**config.mk**
```make
export PLATFORM = sky130hd
export DESIGN_NAME = yaw_stability_brake_controller
export DESIGN_NICKNAME = d
export VERILOG_FILES = /design/src/rtl/core/ysbc_pkg.sv /design/src/rtl/core/yaw_stability_brake_controller.sv /design/src/rtl/core/ysbc_div.sv /design/src/rtl/core/ysbc_dp.sv /design/src/rtl/core/ysbc_ctrl.sv
export SDC_FILE = /design/constraint.sdc
export NUM_CORES = 2
export LEC_CHECK = 0
export ABC_CLOCK_PERIOD_IN_PS = 12900
export BUFFER_PORTS_ARGS = -buffer_cell sky130_fd_sc_hd__buf_2
export CORE_ASPECT_RATIO = 1.4
export CORE_MARGIN = 5
export CORE_UTILIZATION = 64
export CTS_CLUSTER_DIAMETER = 60
export DETAILED_ROUTE_END_ITERATION = 10
export PLACE_DENSITY = 0.93
export SYNTH_ARGS = -nofsm -noshare
export SYNTH_HDL_FRONTEND = slang
export SYNTH_SLANG_ARGS = --single-unit
```
**constraint.sdc**
```tcl
create_clock -name clk -period 12.9 [get_ports clk]
set_clock_uncertainty 0.05 [all_clocks]
set_input_delay 2.58 -clock clk [delete_from_list [all_inputs] [get_ports clk]]
set_output_delay 2.58 -clock clk [all_outputs]
set_load 0.01 [all_outputs]
```
**src/rtl/core/ysbc_pkg.sv**
```systemverilog
// Shared types, constants and helper function of the yaw stability brake controller.
package ysbc_pkg;

	// Field and divider widths.
	localparam int SPD_W        = 16;
	localparam int DIVD_W       = 32;
	localparam int DIVS_W       = 16;
	localparam int DIV_BITS_CYC = 2;
	localparam int DIV_STEPS    = DIVD_W / DIV_BITS_CYC;
	localparam int DIV_CNT_W    = $clog2(DIV_STEPS + 1);
	localparam int ADDR_W       = 3;

	// Control constants.
	localparam logic [9:0]        YAW_LIMIT     = 10'd1000;
	localparam logic signed [10:0] TGT_MAX      = 11'sd1000;
	localparam logic signed [10:0] TGT_MIN      = -11'sd1000;
	localparam logic [16:0]       YAW_ERR_LIMIT = 17'd50;
	localparam logic [15:0]       LAT_LIMIT     = 16'd800;
	localparam logic [DIVD_W-1:0] SLIP_LIMIT    = 32'd25;
	localparam logic [DIVD_W-1:0] DEMAND_MAX_W  = 32'd100;
	localparam logic [6:0]        DEMAND_MAX    = 7'd100;
	localparam logic [DIVD_W-1:0] TGT_LIMIT_W   = 32'd1000;
	localparam logic [SPD_W-1:0]  MIN_SPEED     = 16'd5;
	localparam logic [6:0]        SHARE_FRONT   = 7'd70;
	localparam logic [6:0]        SHARE_REAR    = 7'd30;
	localparam logic [DIVS_W-1:0] PCT_DIVISOR   = 16'd100;
	localparam logic [DIVS_W-1:0] LAT_DIVISOR   = 16'd10;
	localparam logic [6:0]        SLIP_SCALE    = 7'd100;
	localparam logic [4:0]        TORQUE_CUT    = 5'd30;
	localparam logic [7:0]        SENS_RESET    = 8'd90;

	// Reciprocal of 100 for small values: exact for n below 43000.
	localparam logic [12:0] REC100_MUL = 13'd5243;
	localparam int          REC100_SH  = 19;

	// Register indexes, decoded from paddr[2].
	localparam logic REG_CTRL_DIS = 1'b0;
	localparam logic REG_SENS     = 1'b1;

	// Control mode of the vehicle stability function.
	typedef enum logic [1:0] {
		MODE_INACTIVE    = 2'd0,
		MODE_ACTIVE      = 2'd1,
		MODE_INTERVENING = 2'd2
	} mode_t;

	// Datapath operations issued by the controller, one per cycle.
	typedef enum logic [4:0] {
		OP_NONE,
		OP_LOAD,
		OP_LAT_MUL,
		OP_LAT_GO,
		OP_LAT_WB,
		OP_DEM_GO,
		OP_DEM_MUL,
		OP_DEM_DIV_GO,
		OP_DEM_WB,
		OP_TGT_MUL,
		OP_TGT_GO,
		OP_TGT_WB,
		OP_CHECK,
		OP_SLIP_L_GO,
		OP_SLIP_L_WB,
		OP_SLIP_R_GO,
		OP_SLIP_R_WB,
		OP_OUT
	} op_t;

	// Sequencer states.
	typedef enum logic [4:0] {
		C_IDLE,
		C_LAT_MUL,
		C_LAT_GO,
		C_LAT_WAIT,
		C_DEM_GO,
		C_DEM_WAIT,
		C_DEM_DIV_GO,
		C_DEM_DIV_WAIT,
		C_TGT_MUL,
		C_TGT_GO,
		C_TGT_WAIT,
		C_CHECK,
		C_SLIP_L_GO,
		C_SLIP_L_WAIT,
		C_SLIP_R_GO,
		C_SLIP_R_WAIT,
		C_OUT
	} ctrl_state_t;

	typedef struct packed {
		op_t op;
	} dp_cmd_t;

	typedef struct packed {
		logic div_done;
		logic intervening;
		logic slow;
		logic speed_lt_min;
	} dp_sts_t;

	typedef struct packed {
		logic       dis_we;
		logic       sens_we;
		logic       dis;
		logic [7:0] sens;
	} cfg_wr_t;

	typedef struct packed {
		logic       dis;
		logic [7:0] sens;
	} cfg_rd_t;

	// Share of the brake demand in percent, truncated: d * share / 100.
	function automatic logic [6:0] share_pct(input logic [6:0] d, input logic [6:0] share);
		logic [13:0] n;
		logic [26:0] p;
		n = 14'(d) * 14'(share);
		p = 27'(n) * 27'(REC100_MUL);
		return 7'(p >> REC100_SH);
	endfunction

endpackage

```
**src/rtl/core/yaw_stability_brake_controller.sv**
```systemverilog
// Top level of the yaw stability brake controller: register port and block wiring.
//
// One input word is one fast control tick; it always yields exactly one result word.
// Its steps run on the shared divider, which delivers two quotient bits per cycle:
// one division for lateral acceleration, two for the brake demand when braking is
// applied, and on a slow step one for the target yaw and two for the rear slip ratios.
// Slip is skipped below speed 5. A new word is accepted as soon as the sequencer is
// back in idle, while the previous result may still wait in the output register.
// Registers: control_disabled at byte address 0, stability_sensitivity at byte
// address 4; write them only while idle.
module yaw_stability_brake_controller
	import ysbc_pkg::*;
(
	input  logic               clk,
	input  logic               arst_n,
	input  logic               psel,
	input  logic               penable,
	input  logic               pwrite,
	input  logic [ADDR_W-1:0]  paddr,
	input  logic [31:0]        pwdata,
	output logic [31:0]        prdata,
	output logic               pready,
	input  logic               in_valid,
	output logic               in_stall,
	input  logic [SPD_W-1:0]   front_left_speed,
	input  logic [SPD_W-1:0]   front_right_speed,
	input  logic [SPD_W-1:0]   rear_left_speed,
	input  logic [SPD_W-1:0]   rear_right_speed,
	input  logic signed [15:0] steering_angle,
	input  logic signed [15:0] yaw_rate,
	input  logic               slow_step,
	output logic               out_valid,
	input  logic               out_stall,
	output logic [6:0]         brake_front,
	output logic [4:0]         brake_rear,
	output logic [6:0]         brake_left,
	output logic [6:0]         brake_right,
	output logic [4:0]         torque_cut,
	output logic               stability_active,
	output logic               traction_active,
	output logic [1:0]         control_state,
	output logic [SPD_W-1:0]   vehicle_speed,
	output logic signed [15:0] lateral_accel_out
);

	dp_cmd_t cmd;
	dp_sts_t sts;
	cfg_wr_t cfg_wr;
	cfg_rd_t cfg_rd;
	logic    wr_en;
	logic    reg_sel;

	// Register port: the byte offset within a register is ignored.
	assign pready         = 1'b1;
	assign reg_sel        = paddr[2];
	assign wr_en          = psel && penable && pwrite && pready;
	assign cfg_wr.dis_we  = wr_en && (reg_sel == REG_CTRL_DIS);
	assign cfg_wr.sens_we = wr_en && (reg_sel == REG_SENS);
	assign cfg_wr.dis     = pwdata[0];
	assign cfg_wr.sens    = pwdata[7:0];

	// Readback multiplexer.
	always_comb begin
		unique case (reg_sel)
			REG_CTRL_DIS: prdata = {31'b0, cfg_rd.dis};
			REG_SENS:     prdata = {24'b0, cfg_rd.sens};
			default:      prdata = '0;
		endcase
	end

	ysbc_ctrl u_ctrl (
		.clk       (clk),
		.arst_n    (arst_n),
		.in_valid  (in_valid),
		.in_stall  (in_stall),
		.out_valid (out_valid),
		.out_stall (out_stall),
		.sts       (sts),
		.cmd       (cmd)
	);

	ysbc_dp u_dp (
		.clk               (clk),
		.arst_n            (arst_n),
		.cmd               (cmd),
		.sts               (sts),
		.cfg_wr            (cfg_wr),
		.cfg_rd            (cfg_rd),
		.front_left_speed  (front_left_speed),
		.front_right_speed (front_right_speed),
		.rear_left_speed   (rear_left_speed),
		.rear_right_speed  (rear_right_speed),
		.steering_angle    (steering_angle),
		.yaw_rate          (yaw_rate),
		.slow_step         (slow_step),
		.brake_front       (brake_front),
		.brake_rear        (brake_rear),
		.brake_left        (brake_left),
		.brake_right       (brake_right),
		.torque_cut        (torque_cut),
		.stability_active  (stability_active),
		.traction_active   (traction_active),
		.control_state     (control_state),
		.vehicle_speed     (vehicle_speed),
		.lateral_accel_out (lateral_accel_out)
	);

endmodule

```
**src/rtl/core/ysbc_div.sv**
```systemverilog
// Shared restoring divider, two quotient bits per cycle.
module ysbc_div
	import ysbc_pkg::*;
(
	input  logic              clk,
	input  logic              arst_n,
	input  logic              start,
	input  logic [DIVD_W-1:0] dividend,
	input  logic [DIVS_W-1:0] divisor,
	output logic [DIVD_W-1:0] quotient,
	output logic              done
);

	logic [DIVD_W-1:0]    q_q;
	logic [DIVS_W:0]      r_q;
	logic [DIVS_W-1:0]    d_q;
	logic [DIV_CNT_W-1:0] cnt_q;
	logic                 done_q;
	logic [DIVD_W-1:0]    q_nxt;
	logic [DIVS_W:0]      r_nxt;

	// Two shift-and-subtract steps per cycle.
	always_comb begin
		q_nxt = q_q;
		r_nxt = r_q;
		for (int i = 0; i < DIV_BITS_CYC; i++) begin
			r_nxt = {r_nxt[DIVS_W-1:0], q_nxt[DIVD_W-1]};
			q_nxt = {q_nxt[DIVD_W-2:0], 1'b0};
			if (r_nxt >= {1'b0, d_q}) begin
				r_nxt    = r_nxt - {1'b0, d_q};
				q_nxt[0] = 1'b1;
			end
		end
	end

	// Iteration counter and completion pulse.
	always_ff @(posedge clk or negedge arst_n) begin
		if (!arst_n) begin
			cnt_q  <= '0;
			done_q <= 1'b0;
		end else begin
			done_q <= 1'b0;
			if (start) begin
				cnt_q <= DIV_CNT_W'(DIV_STEPS);
			end else if (cnt_q != '0) begin
				cnt_q <= cnt_q - 1'b1;
				if (cnt_q == DIV_CNT_W'(1)) begin
					done_q <= 1'b1;
				end
			end
		end
	end

	// Operand and partial result registers.
	always_ff @(posedge clk) begin
		if (start) begin
			q_q <= dividend;
			r_q <= '0;
			d_q <= divisor;
		end else if (cnt_q != '0) begin
			q_q <= q_nxt;
			r_q <= r_nxt;
		end
	end

	assign quotient = q_q;
	assign done     = done_q;

endmodule

```
**src/rtl/core/ysbc_dp.sv**
```systemverilog
// Datapath: input capture, multiplies, divider, control state and result registers.
module ysbc_dp
	import ysbc_pkg::*;
(
	input  logic                    clk,
	input  logic                    arst_n,
	input  dp_cmd_t                 cmd,
	output dp_sts_t                 sts,
	input  cfg_wr_t                 cfg_wr,
	output cfg_rd_t                 cfg_rd,
	input  logic [SPD_W-1:0]        front_left_speed,
	input  logic [SPD_W-1:0]        front_right_speed,
	input  logic [SPD_W-1:0]        rear_left_speed,
	input  logic [SPD_W-1:0]        rear_right_speed,
	input  logic signed [15:0]      steering_angle,
	input  logic signed [15:0]      yaw_rate,
	input  logic                    slow_step,
	output logic [6:0]              brake_front,
	output logic [4:0]              brake_rear,
	output logic [6:0]              brake_left,
	output logic [6:0]              brake_right,
	output logic [4:0]              torque_cut,
	output logic                    stability_active,
	output logic                    traction_active,
	output logic [1:0]              control_state,
	output logic [SPD_W-1:0]        vehicle_speed,
	output logic signed [15:0]      lateral_accel_out
);

	// Captured word.
	logic signed [15:0] yaw_q, steer_q;
	logic [SPD_W-1:0]   rl_q, rr_q, speed_q;
	logic               slow_q;

	// Working registers.
	logic [DIVD_W-1:0]  mag_q;
	logic               neg_q;
	logic signed [16:0] err_q;
	logic               hit_l_q;

	// Architectural state.
	logic signed [15:0] lat_q;
	logic signed [10:0] target_q;
	mode_t              mode_q;
	logic [15:0]        cnt_q;
	logic               traction_q;
	logic               dis_q;
	logic [7:0]         sens_q;

	// Fast-part results.
	logic [6:0] bf_q, bl_q, brt_q;
	logic [4:0] br_q, tc_q;
	logic       act_q;

	// Output register.
	logic [6:0]         o_bf_q, o_bl_q, o_brt_q;
	logic [4:0]         o_br_q, o_tc_q;
	logic               o_act_q, o_trac_q;
	logic [1:0]         o_state_q;
	logic [SPD_W-1:0]   o_speed_q;
	logic signed [15:0] o_lat_q;

	// Divider connection.
	logic              div_start;
	logic [DIVD_W-1:0] div_dividend, div_quot;
	logic [DIVS_W-1:0] div_divisor;
	logic              div_done;

	// Combinational helpers.
	logic [SPD_W:0]     speed_sum;
	logic signed [32:0] mul_a_prod;
	logic signed [15:0] mul_a_op;
	logic signed [32:0] mul_a_neg;
	logic signed [16:0] lat_ext, lat_neg;
	logic [15:0]        lat_abs;
	logic signed [16:0] err_new, err_new_neg;
	logic [15:0]        err_abs;
	logic signed [16:0] chk_err, chk_err_neg;
	logic [16:0]        chk_err_abs;
	logic [17:0]        dem_sum;
	logic [6:0]         dem;
	logic [9:0]         tgt_mag;
	logic signed [10:0] tgt_pos, tgt_signed;
	logic signed [16:0] slip_l_diff, slip_r_diff, slip_l_dneg, slip_r_dneg;
	logic [15:0]        slip_l_abs, slip_r_abs;
	logic [22:0]        slip_l_num, slip_r_num;
	logic [15:0]        lat_quot_lo;
	logic [15:0]        cnt_dec;
	logic               unstable;

	ysbc_div u_div (
		.clk      (clk),
		.arst_n   (arst_n),
		.start    (div_start),
		.dividend (div_dividend),
		.divisor  (div_divisor),
		.quotient (div_quot),
		.done     (div_done)
	);

	// Speed, shared multiplier operand and magnitudes.
	always_comb begin
		speed_sum   = {1'b0, front_left_speed} + {1'b0, front_right_speed};
		mul_a_op    = (cmd.op == OP_TGT_MUL) ? steer_q : yaw_q;
		mul_a_prod  = 33'(mul_a_op) * $signed({17'b0, speed_q});
		mul_a_neg   = -mul_a_prod;
		lat_ext     = 17'(lat_q);
		lat_neg     = -lat_ext;
		lat_abs     = lat_q[15] ? lat_neg[15:0] : lat_ext[15:0];
		err_new     = 17'(yaw_q) - 17'(target_q);
		err_new_neg = -err_new;
		err_abs     = err_q[16] ? 16'(-err_q) : err_q[15:0];
		chk_err     = 17'(yaw_q) - 17'(target_q);
		chk_err_neg = -chk_err;
		chk_err_abs = chk_err[16] ? chk_err_neg : chk_err;
		dem_sum     = {1'b0, err_abs, 1'b0} + 18'(div_quot[11:0]);
		dem         = (div_quot > DEMAND_MAX_W) ? DEMAND_MAX : div_quot[6:0];
		tgt_mag     = (div_quot > TGT_LIMIT_W) ? YAW_LIMIT : div_quot[9:0];
		tgt_pos     = $signed({1'b0, tgt_mag});
		tgt_signed  = neg_q ? -tgt_pos : tgt_pos;
		lat_quot_lo = neg_q ? 16'(-div_quot[15:0]) : div_quot[15:0];
		slip_l_diff = $signed({1'b0, rl_q}) - $signed({1'b0, speed_q});
		slip_r_diff = $signed({1'b0, rr_q}) - $signed({1'b0, speed_q});
		slip_l_dneg = -slip_l_diff;
		slip_r_dneg = -slip_r_diff;
		slip_l_abs  = slip_l_diff[16] ? slip_l_dneg[15:0] : slip_l_diff[15:0];
		slip_r_abs  = slip_r_diff[16] ? slip_r_dneg[15:0] : slip_r_diff[15:0];
		slip_l_num  = 23'(slip_l_abs) * 23'(SLIP_SCALE);
		slip_r_num  = 23'(slip_r_abs) * 23'(SLIP_SCALE);
		cnt_dec     = (cnt_q != '0) ? cnt_q - 1'b1 : cnt_q;
		unstable    = (chk_err_abs > YAW_ERR_LIMIT) || (lat_abs > LAT_LIMIT);
	end

	// Divider operand selection.
	always_comb begin
		div_start    = 1'b1;
		div_dividend = mag_q;
		div_divisor  = PCT_DIVISOR;
		case (cmd.op)
			OP_LAT_GO, OP_DEM_DIV_GO, OP_TGT_GO: begin
				div_dividend = mag_q;
				div_divisor  = PCT_DIVISOR;
			end
			OP_DEM_GO: begin
				div_dividend = DIVD_W'(lat_abs);
				div_divisor  = LAT_DIVISOR;
			end
			OP_SLIP_L_GO: begin
				div_dividend = DIVD_W'(slip_l_num);
				div_divisor  = speed_q;
			end
			OP_SLIP_R_GO: begin
				div_dividend = DIVD_W'(slip_r_num);
				div_divisor  = speed_q;
			end
			default: begin
				div_start = 1'b0;
			end
		endcase
	end

	// Captured word and working registers.
	always_ff @(posedge clk) begin
		case (cmd.op)
			OP_LOAD: begin
				yaw_q   <= yaw_rate;
				steer_q <= steering_angle;
				rl_q    <= rear_left_speed;
				rr_q    <= rear_right_speed;
				slow_q  <= slow_step;
				speed_q <= speed_sum[SPD_W:1];
			end
			OP_LAT_MUL, OP_TGT_MUL: begin
				neg_q <= mul_a_prod[32];
				mag_q <= mul_a_prod[32] ? mul_a_neg[31:0] : mul_a_prod[31:0];
			end
			OP_DEM_GO: begin
				err_q <= err_new;
			end
			OP_DEM_MUL: begin
				mag_q <= DIVD_W'(dem_sum * 26'(sens_q));
			end
			OP_SLIP_L_WB: begin
				hit_l_q <= div_quot > SLIP_LIMIT;
			end
			default: begin
			end
		endcase
	end

	// Control state, registers and fast-part results.
	always_ff @(posedge clk or negedge arst_n) begin
		if (!arst_n) begin
			lat_q      <= '0;
			target_q   <= '0;
			mode_q     <= MODE_ACTIVE;
			cnt_q      <= '0;
			traction_q <= 1'b0;
			dis_q      <= 1'b0;
			sens_q     <= SENS_RESET;
			bf_q       <= '0;
			br_q       <= '0;
			bl_q       <= '0;
			brt_q      <= '0;
			tc_q       <= '0;
			act_q      <= 1'b0;
		end else begin
			case (cmd.op)
				OP_LOAD: begin
					bf_q  <= '0;
					br_q  <= '0;
					bl_q  <= '0;
					brt_q <= '0;
					tc_q  <= '0;
					act_q <= 1'b0;
				end
				OP_LAT_WB: begin
					if (speed_q != '0) begin
						lat_q <= lat_quot_lo;
					end
				end
				OP_DEM_WB: begin
					bf_q  <= share_pct(dem, SHARE_FRONT);
					br_q  <= 5'(share_pct(dem, SHARE_REAR));
					tc_q  <= traction_q ? TORQUE_CUT : 5'd0;
					act_q <= 1'b1;
					if (!err_q[16] && err_q != '0) begin
						brt_q <= dem;
					end else begin
						bl_q <= dem;
					end
				end
				OP_TGT_WB: begin
					target_q <= (speed_q > MIN_SPEED) ? tgt_signed : 11'sd0;
				end
				OP_CHECK: begin
					if (!dis_q) begin
						if (unstable) begin
							mode_q <= MODE_INTERVENING;
							if (cnt_q != 16'hFFFF) begin
								cnt_q <= cnt_q + 1'b1;
							end
						end else if (mode_q == MODE_INTERVENING) begin
							cnt_q <= cnt_dec;
							if (cnt_dec == '0) begin
								mode_q <= MODE_ACTIVE;
							end
						end
					end
					if (speed_q < MIN_SPEED) begin
						traction_q <= 1'b0;
					end
				end
				OP_SLIP_R_WB: begin
					traction_q <= hit_l_q || (div_quot > SLIP_LIMIT);
				end
				default: begin
				end
			endcase
			// Register writes must arrive only while the sequencer is idle; the user ensures it, not the block.
			if (cfg_wr.dis_we) begin
				dis_q <= cfg_wr.dis;
				if (cfg_wr.dis) begin
					mode_q <= MODE_INACTIVE;
				end else if (mode_q == MODE_INACTIVE) begin
					mode_q <= MODE_ACTIVE;
				end
			end
			if (cfg_wr.sens_we) begin
				sens_q <= cfg_wr.sens;
			end
		end
	end

	// Output register, loaded once the step is complete.
	always_ff @(posedge clk) begin
		if (cmd.op == OP_OUT) begin
			o_bf_q    <= bf_q;
			o_br_q    <= br_q;
			o_bl_q    <= bl_q;
			o_brt_q   <= brt_q;
			o_tc_q    <= tc_q;
			o_act_q   <= act_q;
			o_trac_q  <= traction_q;
			o_state_q <= mode_q;
			o_speed_q <= speed_q;
			o_lat_q   <= lat_q;
		end
	end

	// Status towards the controller and register readback.
	assign sts.div_done     = div_done;
	assign sts.intervening  = (mode_q == MODE_INTERVENING);
	assign sts.slow         = slow_q;
	assign sts.speed_lt_min = (speed_q < MIN_SPEED);
	assign cfg_rd.dis       = dis_q;
	assign cfg_rd.sens      = sens_q;

	assign brake_front       = o_bf_q;
	assign brake_rear        = o_br_q;
	assign brake_left        = o_bl_q;
	assign brake_right       = o_brt_q;
	assign torque_cut        = o_tc_q;
	assign stability_active  = o_act_q;
	assign traction_active   = o_trac_q;
	assign control_state     = o_state_q;
	assign vehicle_speed     = o_speed_q;
	assign lateral_accel_out = o_lat_q;

	// Intervention always has at least one counted unstable check behind it.
	a_intervene_count: assert property (@(posedge clk) disable iff (!arst_n)
		mode_q == MODE_INTERVENING |-> cnt_q != '0)
		else $error("intervening with a zero intervention count");

	// The target yaw stays inside its clamp.
	a_target_range: assert property (@(posedge clk) disable iff (!arst_n)
		target_q <= TGT_MAX && target_q >= TGT_MIN)
		else $error("target yaw outside its limit");

	// Braking goes to one side only.
	a_one_side: assert property (@(posedge clk) disable iff (!arst_n)
		act_q |-> (bl_q == '0 || brt_q == '0))
		else $error("brake demand on both sides");

endmodule

```
**src/rtl/core/ysbc_ctrl.sv**
```systemverilog
// Sequencer: steps the datapath through the fast and slow parts of one word.
module ysbc_ctrl
	import ysbc_pkg::*;
(
	input  logic    clk,
	input  logic    arst_n,
	input  logic    in_valid,
	output logic    in_stall,
	output logic    out_valid,
	input  logic    out_stall,
	input  dp_sts_t sts,
	output dp_cmd_t cmd
);

	ctrl_state_t state_q, state_nxt;
	logic        out_valid_q;

	// State register and output valid flag.
	always_ff @(posedge clk or negedge arst_n) begin
		if (!arst_n) begin
			state_q     <= C_IDLE;
			out_valid_q <= 1'b0;
		end else begin
			state_q <= state_nxt;
			if (cmd.op == OP_OUT) begin
				out_valid_q <= 1'b1;
			end else if (!out_stall) begin
				out_valid_q <= 1'b0;
			end
		end
	end

	// Next state and datapath command.
	always_comb begin
		state_nxt = state_q;
		cmd.op    = OP_NONE;
		unique case (state_q)
			C_IDLE: begin
				if (in_valid) begin
					cmd.op    = OP_LOAD;
					state_nxt = C_LAT_MUL;
				end
			end
			C_LAT_MUL: begin
				cmd.op    = OP_LAT_MUL;
				state_nxt = C_LAT_GO;
			end
			C_LAT_GO: begin
				cmd.op    = OP_LAT_GO;
				state_nxt = C_LAT_WAIT;
			end
			C_LAT_WAIT: begin
				if (sts.div_done) begin
					cmd.op = OP_LAT_WB;
					if (sts.intervening) begin
						state_nxt = C_DEM_GO;
					end else if (sts.slow) begin
						state_nxt = C_TGT_MUL;
					end else begin
						state_nxt = C_OUT;
					end
				end
			end
			C_DEM_GO: begin
				cmd.op    = OP_DEM_GO;
				state_nxt = C_DEM_WAIT;
			end
			C_DEM_WAIT: begin
				if (sts.div_done) begin
					cmd.op    = OP_DEM_MUL;
					state_nxt = C_DEM_DIV_GO;
				end
			end
			C_DEM_DIV_GO: begin
				cmd.op    = OP_DEM_DIV_GO;
				state_nxt = C_DEM_DIV_WAIT;
			end
			C_DEM_DIV_WAIT: begin
				if (sts.div_done) begin
					cmd.op    = OP_DEM_WB;
					state_nxt = sts.slow ? C_TGT_MUL : C_OUT;
				end
			end
			C_TGT_MUL: begin
				cmd.op    = OP_TGT_MUL;
				state_nxt = C_TGT_GO;
			end
			C_TGT_GO: begin
				cmd.op    = OP_TGT_GO;
				state_nxt = C_TGT_WAIT;
			end
			C_TGT_WAIT: begin
				if (sts.div_done) begin
					cmd.op    = OP_TGT_WB;
					state_nxt = C_CHECK;
				end
			end
			C_CHECK: begin
				cmd.op    = OP_CHECK;
				state_nxt = sts.speed_lt_min ? C_OUT : C_SLIP_L_GO;
			end
			C_SLIP_L_GO: begin
				cmd.op    = OP_SLIP_L_GO;
				state_nxt = C_SLIP_L_WAIT;
			end
			C_SLIP_L_WAIT: begin
				if (sts.div_done) begin
					cmd.op    = OP_SLIP_L_WB;
					state_nxt = C_SLIP_R_GO;
				end
			end
			C_SLIP_R_GO: begin
				cmd.op    = OP_SLIP_R_GO;
				state_nxt = C_SLIP_R_WAIT;
			end
			C_SLIP_R_WAIT: begin
				if (sts.div_done) begin
					cmd.op    = OP_SLIP_R_WB;
					state_nxt = C_OUT;
				end
			end
			C_OUT: begin
				if (!out_valid_q || !out_stall) begin
					cmd.op    = OP_OUT;
					state_nxt = C_IDLE;
				end
			end
			default: begin
				state_nxt = C_IDLE;
			end
		endcase
	end

	assign in_stall  = (state_q != C_IDLE);
	assign out_valid = out_valid_q;

	// A divider result only ever arrives while a wait state expects it.
	a_done_in_wait: assert property (@(posedge clk) disable iff (!arst_n)
		sts.div_done |-> (state_q == C_LAT_WAIT || state_q == C_DEM_WAIT ||
			state_q == C_DEM_DIV_WAIT || state_q == C_TGT_WAIT ||
			state_q == C_SLIP_L_WAIT || state_q == C_SLIP_R_WAIT))
		else $error("divider result outside a wait state");

	// An accepted word starts the lateral acceleration multiply.
	a_accept_start: assert property (@(posedge clk) disable iff (!arst_n)
		(in_valid && !in_stall) |=> state_q == C_LAT_MUL)
		else $error("accepted word did not start a step");

	// Loading the output register always raises the output valid.
	a_out_load: assert property (@(posedge clk) disable iff (!arst_n)
		cmd.op == OP_OUT |=> out_valid_q)
		else $error("result loaded without output valid");

endmodule

```
## Yosys cells after proc, flatten, opt, wreduce, memory -nomap -nowiden

Cells that the tools add are included.

- Add/subtract/negate cells: 18
- Multipliers: 8
- Div/mod/pow operators: 0
- Magnitude comparators: 9
- Eq/ne operators: 49
- Shifts and indexed selects: 0
- Multiplexer cells: 74
- Bitwise logic cells: 2
- Reductions and logical operators: 33

Operators with widths:

| cell | count |
|---|---|
| 16-bit two-way mux | 12 |
| 5-bit one-hot mux with 17 select lines | 2 |
| 32-bit one-hot mux with 2 select lines | 2 |
| 32-bit two-way mux | 3 |
| 32-bit one-hot mux with 3 select lines | 1 |
| 5-bit by 4-bit == test with 1-bit output (second input constant) | 16 |
| 5-bit two-way mux | 16 |
| 16-bit negator | 5 |
| 16-bit by 5-bit multiplier with 21-bit output (second input constant) | 2 |
| 7-bit one-hot mux with 2 select lines | 3 |
| 5-bit by 3-bit == test with 1-bit output (second input constant) | 8 |
| 17-bit by 16-bit >= comparator with 1-bit output | 2 |
| 16-bit by 16-bit subtractor with 17-bit output | 2 |
| 16-bit by 17-bit multiplier with 33-bit output | 1 |
| 32-bit by 10-bit greater-than comparator with 1-bit output (second input constant) | 1 |
| 32-bit by 5-bit greater-than comparator with 1-bit output (second input constant) | 1 |
| 32-bit by 7-bit greater-than comparator with 1-bit output (second input constant) | 1 |
| 32-bit negator | 1 |
| 16-bit one-hot mux with 2 select lines | 1 |
| 16-bit nonzero test | 2 |
| 16-bit subtractor | 2 |
| 18-bit by 8-bit multiplier with 26-bit output | 1 |
| 13-bit by 13-bit multiplier with 25-bit output (second input constant) | 1 |
| 11-bit by 13-bit multiplier with 23-bit output (second input constant) | 1 |
| other kinds (46) | 106 |

- Register bits: 362
- Bits in latches: 0
- Bits in writable memories: 0
- ROM bits: 0
- Input bits: 139
- Output and inout port bits: 102
- Logic and storage cells: 233
- Memories kept: 0

## Depth between registers and ports, before layout

- Depth in word-level cells: 11
- Depth in mapped cells: 43

## Hierarchy

A second synthesis with hierarchy kept.

- Cells, all modules: 4955
- Area, all modules: 45720.1 µm²

By module, submodules not included:

| module | instances | cells an instance | area an instance (µm²) | seq. area each (µm²) |
|---|---|---|---|---|
| ysbc_dp | 1 | 4402 | 40194.8 | 7938.9 |
| ysbc_div | 1 | 448 | 4699.5 | 1911.8 |
| ysbc_ctrl | 1 | 68 | 541.8 | 150.1 |
| yaw_stability_brake_controller | 1 | 37 | 284.0 | 0.0 |

## Worst setup path after synthesis

No wires, ideal clock.

- Kind: reg-to-reg
- From: reg u_dp.u_div.q_q[1], in the netlist u_dp.u_div.quotient[1]
- To: reg u_dp.bf_q[6]
- Data arrival time: 8.975 ns
- Path slack: 3.741 ns
- Stages on the path, launching flop included: 39
- Period minus slack after synthesis: 9.159 ns
- Cells stage by stage: edfxtp_1 > clkbuf_1 > inv_1 > ha_1 > o21ai_0 > a311oi_1 > nand2_1 > nor2_1 > inv_1 > ha_1 > ha_1 > inv_1 > fa_1 > inv_1 > ha_1 > inv_1 > o21bai_1 > a21oi_1 > [... 3 more ...] > ha_1 > fa_1 > fa_1 > inv_1 > fa_1 > fa_1 > inv_1 > ha_1 > o21a_1 > o21a_1 > o21ai_0 > a21oi_1 > a21oi_1 > o21ai_0 > o41ai_1 > o21bai_1 > xnor2_1 > o21ai_0

- Cells in the longest elaborated chain, start to end: 5

RTL lines:

| element | RTL line | RTL |
|---|---|---|
| start, declared | ysbc_div.sv:14 | `logic [DIVD_W-1:0] q_q;` |
| start signal, assigned | ysbc_div.sv:57 | `q_q <= dividend;` |
| start signal, assigned | ysbc_div.sv:61 | `q_q <= q_nxt;` |
| 32-bit by 7-bit greater-than comparator with 1-bit output | ysbc_dp.sv:117 | `dem = (div_quot > DEMAND_MAX_W) ? DEMAND_MAX : div_quot[6:0];` |
| 7-bit two-way mux (*) | ysbc_dp.sv:117 |  |
| 7-bit by 6-bit multiplier with 13-bit output (*) | ysbc_pkg.sv:117 | `n = 14'(d) * 14'(share);` |
| 13-bit by 13-bit multiplier with 25-bit output (*) | ysbc_pkg.sv:118 | `p = 27'(n) * 27'(REC100_MUL);` |
| 7-bit one-hot mux with 2 select lines (*) | ysbc_dp.sv:208 | `case (cmd.op)` |
| end signal, assigned | ysbc_dp.sv:223 | `bf_q <= share_pct(dem, SHARE_FRONT);` |
| end, declared | ysbc_dp.sv:51 | `logic [6:0] bf_q, bl_q, brt_q;` |

Every way passes the cells marked *; elsewhere a longest branch is shown, timed or not.
A chain may end at the register's enable or synchronous reset.

## Worst setup path in the final report

- From: reg u_dp.u_div.q_q[11], in the netlist u_dp.u_div.quotient[11]
- To: reg u_dp.br_q[4]

- Cells in the longest elaborated chain, start to end: 5

RTL lines:

| element | RTL line | RTL |
|---|---|---|
| 32-bit by 7-bit greater-than comparator with 1-bit output | ysbc_dp.sv:117 |  |
| 7-bit two-way mux | ysbc_dp.sv:117 |  |
| 7-bit by 4-bit multiplier with 11-bit output | ysbc_pkg.sv:117 |  |
| 11-bit by 13-bit multiplier with 23-bit output | ysbc_pkg.sv:118 |  |
| 5-bit one-hot mux with 2 select lines | ysbc_dp.sv:208 |  |
| end signal, assigned | ysbc_dp.sv:224 | `br_q <= 5'(share_pct(dem, SHARE_REAR));` |
| end, declared | ysbc_dp.sv:52 | `logic [4:0] br_q, tc_q;` |

Every way passes these cells.

==> metrics <==
Post-CTS Hold Fix Bufs=0; Post-Synth XOR/XNOR Area=6.28%; post-cts resize count=0; Seq cells post-synth=354; maxcap violations=0; Synth Instances=4854; clock tree buffer depth=3; core area=69000 um2; Worst-Margin Slew=1.13 ns; largest net degree at the start of global routing=74; # setup viols final=0; DRC=0; Root Buffer=clkbuf_16; commonest non-fill, non-tap cells in the layout=inv_1, ha_1, nand2_1; setup bufs post-CTS=0; adder-cell share of the synthesized area=35.7%; crit path launch=u_dp.u_div.quotient[11]; count of cell types in the netlist=98; final hold viol count=0; Setup CP Type=flop to flop; post-layout util=69.1%; Synth Cell Area=44600 um2; CP Capture Type=flop; post-synthesis mux area share=1.39%; Iteration-0 DRC Markers=3086; first-pass GRT wire length=189 mm; num rows=114; # port buffers=188; final setup TNS=0 ns; dpl hpwl=94.6 mm; Overflow after GRT=0; die width=233 um; TritonCTS clock tree=yes; die area=75100 um2; clock slew at reported path FFs=0.06 ns; critical path data required time=13.30 ns; Routed wire per std cell=19.8 um; Sink Count=354; EDFF count, synth=243; RSZ-0062 raised after global routing=false; maximum clock rate=0.0890 GHz; Slew Limit Fails=0; detailed-route via count=35800; clk_lat worst skew=0.64 ns; hold path depth=0; Setup crit start kind=flop; Avg Vias per Cell=6.04; ys async rst share=26.8%; # IOs=241; GRT Total Usage=31.5%; final WL=118 mm; Initial Util=64.6%; Die H=322 um; gpl congestion=1.03; CP max FO=8; Largest stage delay, worst path=0.68 ns; Initial DRT Pass Iterations=6; share of layout cells above drive strength 1=7.44%; Setup WS pre-CTS=2.01 ns; vias in the first global route=37900; post-synthesis sequential area ratio=22.4%; Syn-to-layout area delta=6.96%; Critical Path Most Common Cell=fa_1; Tcrit/Tclk final=87.1%; syn_area_per_cell=9.19 um2; post-route ant nets=0; main combinational cell family by area after synthesis=adder cells; reg-to-reg critical path startpoint=u_dp.u_div.quotient[11]; final setup margin=1.66 ns; number of H-tree levels=2; Worst Hold Class=flop to flop; commonest non-fill, non-tap cell in the layout=inv_1; max-slew headroom at the worst pin=24.4%; Yosys warnings=0; Period minus WS final=11.24 ns; simple-gate share of the synthesized area=14.4%; compound-cell area share of the yosys netlist=11.2%; cts bufs inserted=42; FF-to-FF path depth=39; status=finished clean; critical path arrival=11.64 ns; Final #Nets=6122; Worst path slowest cell=nor3_1; Hold Startpoint=u_dp.bf_q[0]; ys flop type=edfxtp_1; antenna violations before repair=3
==> layout make-up <==
class	count	area, um2
well taps	928	1160
flip-flops and latches	354	10000
repair buffers	216	1150
clock buffers	50	1100
fillers	4968	21300
multi-input cells	3543	30900
clock inverters	27	350
inverters	809	3040
diodes	1	2.50
==> path summary, 6_finish.rpt <==
path / end / slack [ns]
worst max-delay path: u_dp.br_q[4] / 1.66
worst min-delay path: u_dp.brake_front[0] / 0.39
worst max register to register: u_dp.br_q[4] / 1.66
worst min register to register: u_dp.brake_front[0] / 0.39
max in group asynchronous: u_dp.br_q[3] / 9.67
min in group asynchronous: u_dp.sens_q[7] / 1.89
==> logic make-up after synthesis <==
kind of cell | count (synthesis)
AOI/OAI and AO/OA | 775
xor gates and xnor gates | 320
adders and majority gates | 1017
buffers and inverters | 981
DFF | 354
muxes | 57
other | 2
and+or+nand+nor | 1348
==> worst max-delay path, delay by kind of cell (launching register included) <==
family / cells / cell delay [ns]
fa+ha+maj: 9 / 4.22
simple gates: 11 / 2.95
flops: 1 / 0.59
xor+xnor: 2 / 0.66
compound gates: 12 / 2.04
buf+inv: 5 / 0.54
==> metal layers <==
| metal | up-vias | share of wire (%) | track usage, % |
|---|---|---|---|
| met5 | - | 0.023 | 0 |
| met4 | 4 | 8.5 | 22.3 |
| met3 | 577 | 7.7 | 5.47 |
| met2 | 1745 | 50 | 56.0 |
| met1 | 17200 | 33 | 33.7 |
| li1 | 16300 | - | - |
==> state kept, by name, summed over array words and instances, names as in the netlist, 8 cells and up <==
register / flops
u_dp.u_div.r_q: 16
u_dp.speed_q: 16
u_dp.cnt_q: 16
u_dp.err_q: 17
u_dp.target_q: 11
u_dp.yaw_q: 16
u_dp.steer_q: 16
u_dp.vehicle_speed: 16
u_dp.sens_q: 8
u_dp.mag_q: 32
u_dp.rl_q: 16
u_dp.u_div.d_q: 16
u_dp.rr_q: 16
u_dp.u_div.quotient: 32
u_dp.lat_q: 16
u_dp.lateral_accel_out: 16
==> cell usage after synthesis, types with 26 or more instances <==
library cell,count,area share (%)
nor4_1,28,0.39
o31ai_1,38,0.64
o21a_1,30,0.51
fa_1,425,19
nand3_1,76,0.85
nor3_1,54,0.61
inv_1,797,6.7
buf_4,30,0.51
a21oi_1,199,2.2
and3_1,26,0.36
a21o_1,57,0.96
o21bai_1,26,0.44
nor2b_1,42,0.59
or3_1,36,0.51
o21ai_0,198,2.2
mux2_2,37,0.93
dfrtp_1,90,5.1
clkbuf_1,131,1.1
nor2_1,303,2.6
nand2b_1,59,0.83
a31oi_1,26,0.36
and2_1,132,1.9
nand4_1,28,0.39
ha_1,592,17
nand2_1,485,4.1
xnor2_1,203,4.0
xor2_1,117,2.3
edfxtp_1,243,16
==> metrics by stage <==
stage / cell area [um2] / cells / hold slack (ns)
2_1_floorplan: 44700 / 4878 / 0.373
3_3_place_gp: 46200 / 5850 / 0.381
3_5_place_dp: 46200 / 5850 / 0.379
4_1_cts: 47700 / 5927 / 0.398
5_1_grt: 47700 / 5927 / 0.401
6_report: 47700 / 5928 / 0.394
Power is left out: the tool's default activity adds up to more than one toggle a clock period on the data nets, which glitch-free logic cannot reach.
